<file path="src/hw/rtl/fsih_pkg.sv">
// Shared constants, log-curve functions and store interface types for the flow histogram.
package fsih_pkg;

	localparam int INTERVAL_BINS          = 32;
	localparam int SIZE_BINS              = 32;
	localparam int INTERVAL_LIMIT_SECONDS = 600;
	localparam int TOTAL_BINS             = INTERVAL_BINS + SIZE_BINS;

	localparam int IDX_W  = $clog2(TOTAL_BINS);
	localparam int GBIN_W = $clog2(INTERVAL_BINS);
	localparam int SBIN_W = $clog2(SIZE_BINS);

	localparam int FLOW_W   = 32;
	localparam int SEC_W    = 32;
	localparam int USEC_W   = 20;
	localparam int SIZE_W   = 16;
	localparam int LABEL_W  = 33;
	localparam int COLUMN_W = 7;
	localparam int COUNT_W  = 32;

	// Arrival time in microseconds never reaches 2^52.
	localparam int TIME_W = 52;

	// Mantissa of the log unit: Q30 value kept in a 32-bit register.
	localparam int MAN_W     = 32;
	localparam int MAN_POINT = 30;
	localparam int LG_FRAC   = 24;
	localparam int LG_INT_W  = 5;
	localparam int LG_W      = LG_INT_W + LG_FRAC;

	localparam logic [MAN_W-1:0]  USEC_PER_SEC   = 32'd1000000;
	localparam logic [MAN_W-1:0]  EXP_Q32        = 32'd1550712125;
	localparam logic [63:0]       LIMIT_US       = 64'(INTERVAL_LIMIT_SECONDS) * 64'd1000000;
	localparam logic [SIZE_W-1:0] SIZE_MIN_RESET = 16'd24;

	// Base-2 logarithm in Q24, computed by repeated squaring of the mantissa.
	function automatic logic [63:0] lg_q24(input logic [63:0] n);
		logic [63:0] m;
		logic [63:0] r;
		int          p;
		p = 0;
		for (int b = 0; b < 64; b++) begin
			if (n[b]) p = b;
		end
		if (n == 64'd0) return 64'd0;
		if (p >= 30) m = n >> (p - 30);
		else m = n << (30 - p);
		r = 64'(p) << 24;
		for (int i = 23; i >= 0; i--) begin
			m = (m * m) >> 30;
			if (m >= 64'h8000_0000) begin
				m = m >> 1;
				r[i] = 1'b1;
			end
		end
		return r;
	endfunction

	// Scaled log distance of gap bin j from the top of the curve; zero disables the bin.
	function automatic logic [63:0] gap_thresh(input int j);
		logic [63:0] ld;
		logic [63:0] lj;
		ld = lg_q24(64'(INTERVAL_BINS));
		lj = lg_q24(64'(j));
		return (ld > lj) ? ((ld - lj) << 32) : 64'd0;
	endfunction

	localparam logic [63:0] LG_LIMIT = lg_q24(LIMIT_US);

	typedef struct packed {
		logic             rd_en;
		logic             bump_en;
		logic             drop_en;
		logic [IDX_W-1:0] addr;
	} bin_req_t;

	typedef struct packed {
		logic [COUNT_W-1:0] count;
		logic               last;
		logic               hit;
		logic               empty;
	} bin_rsp_t;

endpackage

</file>
<file path="src/hw/rtl/fsih_bin_store.sv">
// Histogram row store: count memory with per-bin valid flags and saturating bump.
module fsih_bin_store (
	input  logic               clk,
	input  logic               arst_n,
	input  fsih_pkg::bin_req_t req,
	output fsih_pkg::bin_rsp_t rsp
);
	import fsih_pkg::*;

	logic [COUNT_W-1:0]    mem [TOTAL_BINS];
	logic [TOTAL_BINS-1:0] valid_q;
	logic [COUNT_W-1:0]    rd_data_q;
	logic                  rd_valid_q;
	logic                  rd_last_q;
	logic [TOTAL_BINS-1:0] addr_mask;
	logic [COUNT_W-1:0]    count_now;
	logic [COUNT_W-1:0]    count_inc;

	assign addr_mask = TOTAL_BINS'(1) << req.addr;

	// A bin that was never bumped since the last flush reads as zero.
	assign count_now = rd_valid_q ? rd_data_q : '0;
	assign count_inc = (&count_now) ? count_now : count_now + COUNT_W'(1);

	always_ff @(posedge clk) begin
		if (req.bump_en) mem[req.addr] <= count_inc;
		if (req.rd_en) rd_data_q <= mem[req.addr];
	end

	always_ff @(posedge clk or negedge arst_n) begin
		if (!arst_n) begin
			valid_q    <= '0;
			rd_valid_q <= 1'b0;
			rd_last_q  <= 1'b0;
		end else begin
			if (req.bump_en) valid_q[req.addr] <= 1'b1;
			else if (req.drop_en) valid_q[req.addr] <= 1'b0;
			if (req.rd_en) begin
				rd_valid_q <= valid_q[req.addr];
				rd_last_q  <= (valid_q & ~addr_mask) == '0;
			end
		end
	end

	assign rsp.count = count_now;
	assign rsp.last  = rd_last_q;
	assign rsp.hit   = valid_q[req.addr];
	assign rsp.empty = (valid_q == '0);

endmodule
</file>
<file path="config.mk">
export PLATFORM = sky130hd
export DESIGN_NAME = fsih_bin_store
export DESIGN_NICKNAME = d
export VERILOG_FILES = /design/src/hw/rtl/fsih_pkg.sv /design/src/hw/rtl/fsih_bin_store.sv
export SDC_FILE = /design/constraint.sdc
export NUM_CORES = 2
export LEC_CHECK = 0
export BUFFER_PORTS_ARGS = -buffer_cell sky130_fd_sc_hd__buf_2
export CAP_MARGIN = 20
export CORE_MARGIN = 1.5
export CORE_UTILIZATION = 30
export CTS_BUF_LIST = sky130_fd_sc_hd__clkbuf_8 sky130_fd_sc_hd__clkbuf_16
export DETAILED_ROUTE_END_ITERATION = 16
export PLACE_DENSITY = 0.42
export SYNTH_ARGS = -nofsm -noshare
export SYNTH_HDL_FRONTEND = slang
export SYNTH_SLANG_ARGS = --single-unit
export TNS_END_PERCENT = 100
</file>
<file path="constraint.sdc">
create_clock -name clk -period 15.9 [get_ports clk]
set_clock_uncertainty 0.2 [all_clocks]
set_input_delay 1.59 -clock clk [delete_from_list [all_inputs] [get_ports clk]]
set_output_delay 1.59 -clock clk [all_outputs]
set_load 0.01 [all_outputs]
</file>
==> metrics <==
Clock Tree Root=clkbuf_16; Post-CTS Resized=0; Tmin final=6.30 ns; gr ovfl total=0; final setup fails=0; max frequency=159 MHz; # DRC=0; Clock Latency Late Sink=0.85 ns; via count=39,932; startpoint types=primary input; syn avg cell area=22.7 µm²; Placer Congestion=0.784; RSZ-0062 raised after global routing=false; crit-path max FO=80; unique cell type count in the Yosys netlist=52; crit path kind=in -> reg; largest net degree at the start of global routing=121; antenna violations before repair=13; status=completed; clk slew on worst S/H paths=0.06 ns; DR pass1 iterations=6; CP Capture Type=flip-flop; Peak VDD IR=0.0000947 V; TritonCTS buffer count=229; fin crit share=0.396; post-synthesis async set-or-reset flop share=0.0308; top_reg_cell synth=edfxtp_1; GRT Overall Usage=0.178; Synth area leaders=edfxtp_1 (75%), mux4_2 (18%), dfrtp_1 (2.0%); total design power=12.4 mW; Yosys warnings=0; CTS tree=built; setup_tns=0 ns; pwr dens=128 nW/µm²; Die H=531 µm; EDFF count, synth=2,080; GR Layer Usage met1=0.248; setup bufs post-CTS=0; GR Util met3=0.0310; Antenna Nets Post-Route=0; Hold Crit Class=reg -> reg; Slew @ Worst Pin=1.09 ns; fin. max-slew vios=0; Worst slew margin=0.274; first-pass GRT wire length=346,000 µm; Reg-to-Reg End=mem[52][31]; syn nets=3,685; Critical Path Source=req[0]; static leakage=30.2 nW; GRT busiest layer=met2; number of DRC markers in iteration 0=4,400; worst reg2reg path startpoint=rd_valid_q; initial core utilization=0.302; met2 usage=0.294; core footprint=277,000 µm²; CP endpoint=rd_data_q[0]; post-synth top area share=0.748; r2r worst-path depth=10; share of cells above drive strength 1=0.315; Num Clock Sinks=2,146; # IOs=46; drt total wl=252,000 µm; post-synthesis sequential area ratio=0.767; crit path DAT=6.66 ns; Seq cells post-synth=2,146; cts hold-fix bufs=0; die area=282,000 µm²; most frequent cells in the layout=edfxtp_1 (2,080), mux4_2 (652), clkbuf_16 (232), buf_4 (148), o21ai_0 (129); Max Buffers Root-to-Sink=3; nets@finish=3,891; CTS H-tree depth=4; synthesis-to-layout area growth=15.6%; Cell Area, Synth=83,500 µm²; vias in the first global route=41,382; final hold vios=0; port bufs=45; Die W=531 µm; CP Data Required Time=16.26 ns; maxcap violations=0; WL/cell=32.4 µm; Reg2Reg Setup Slack=10.68 ns; row count=193; commonest non-fill, non-tap cell in the layout=edfxtp_1; post-synth top area cell=edfxtp_1; Vias/cell=5.13; cell count after synthesis=3,673; DPL Wire Length=133,000 µm
## flip-flops by register name (all words and copies together) (netlist names), named ones only
name / flops
rd_last_q: 1
rd_data_q: 32
mem: 2048
rd_valid_q: 1
## critical path: stages
cell and delay [ns]:
buf_8 0.49, buf_12 0.44, buf_4 0.81, buf_4 0.77
mux4_2 0.59, mux4_2 0.48, a22oi_1 0.83, nand2_1 0.11
## cell usage after synthesis, types with 5 or more instances
library cell and count:
and2_1 25, o21a_1 10, mux2_2 12, buf_6 5, nand2b_1 7, xnor2_1 12, nand4bb_1 6, nor2_1 100
xor2_1 13, edfxtp_1 2080, a22oi_1 65, nand2_1 72, or2_2 6, clkbuf_1 111, nor3_1 75, o32ai_1 10
buf_2 76, buf_1 23, dfrtp_1 66, nor4_1 17, inv_1 9, or4_1 5, nand4_1 14, o21ai_0 129
buf_4 7, nand3_1 11, mux4_2 652
## report_power, final
part	switching (mW)	total, mW	leakage, nW	internal, mW
Sequential	0.0624	6.44	20.0	6.38
Combinational	0.579	0.858	6.52	0.279
Clock	2.21	5.06	3.68	2.85
Total	2.85	12.4	30.2	9.50
## per-layer routing
| metal | wire, µm | share of wire |
|---|---|---|
| met2 | 123000 | 0.49 |
| met1 | 110000 | 0.44 |
| met4 | 4520 | 0.018 |
| met3 | 13700 | 0.055 |
| met5 | 0 | 0 |
## final cells by class
type,instances,area [µm²]
timing repair buffer,197,1470
clock inverter,186,1230
antenna,8,20.0
multi-input combinational,1295,19300
sequential,2146,64100
clock buffer,232,5810
fill,25674,180000
tap,3705,4640
inverter,10,37.5
## cells by family after synthesis
kind of cell,Yosys count,synth area share
compound gates,232,0.0172
xor+xnor,25,0.00262
buf+inv,232,0.0123
simple gates,367,0.0222
fa+ha+maj,1,0.000150
mux,670,0.178
flops,2146,0.767
## worst min path at each step
stage	start	endpoint	slack, ns	cells past startpoint
final	rd_last_q	rd_last_q	0.38	2
after CTS	flip-flop	flip-flop	0.38	2
after global routing	flip-flop	flip-flop	0.41	2
after floorplan	rd_last_q	rd_last_q	0.31	2
after detailed placement	flip-flop	flip-flop	0.36	2
after global placement	flip-flop	flip-flop	0.35	2
## per-stage QoR
step / setup slack [ns] / instances / cell area [µm²] / hold WS (ns) / util
global route: 8.94 / 7771 / 96600 / 0.415 / 0.349
detailed placement: 8.45 / 7353 / 89500 / 0.362 / 0.324
floorplan: 10.47 / 3673 / 83500 / 0.309 / -
finish: 9.60 / 7779 / 96600 / 0.382 / 0.349
global placement: 8.43 / 7352 / 89500 / 0.351 / 0.323
CTS: 9.37 / 7771 / 96600 / 0.377 / 0.349
No activity file was read; power rests on OpenSTA's default activity.
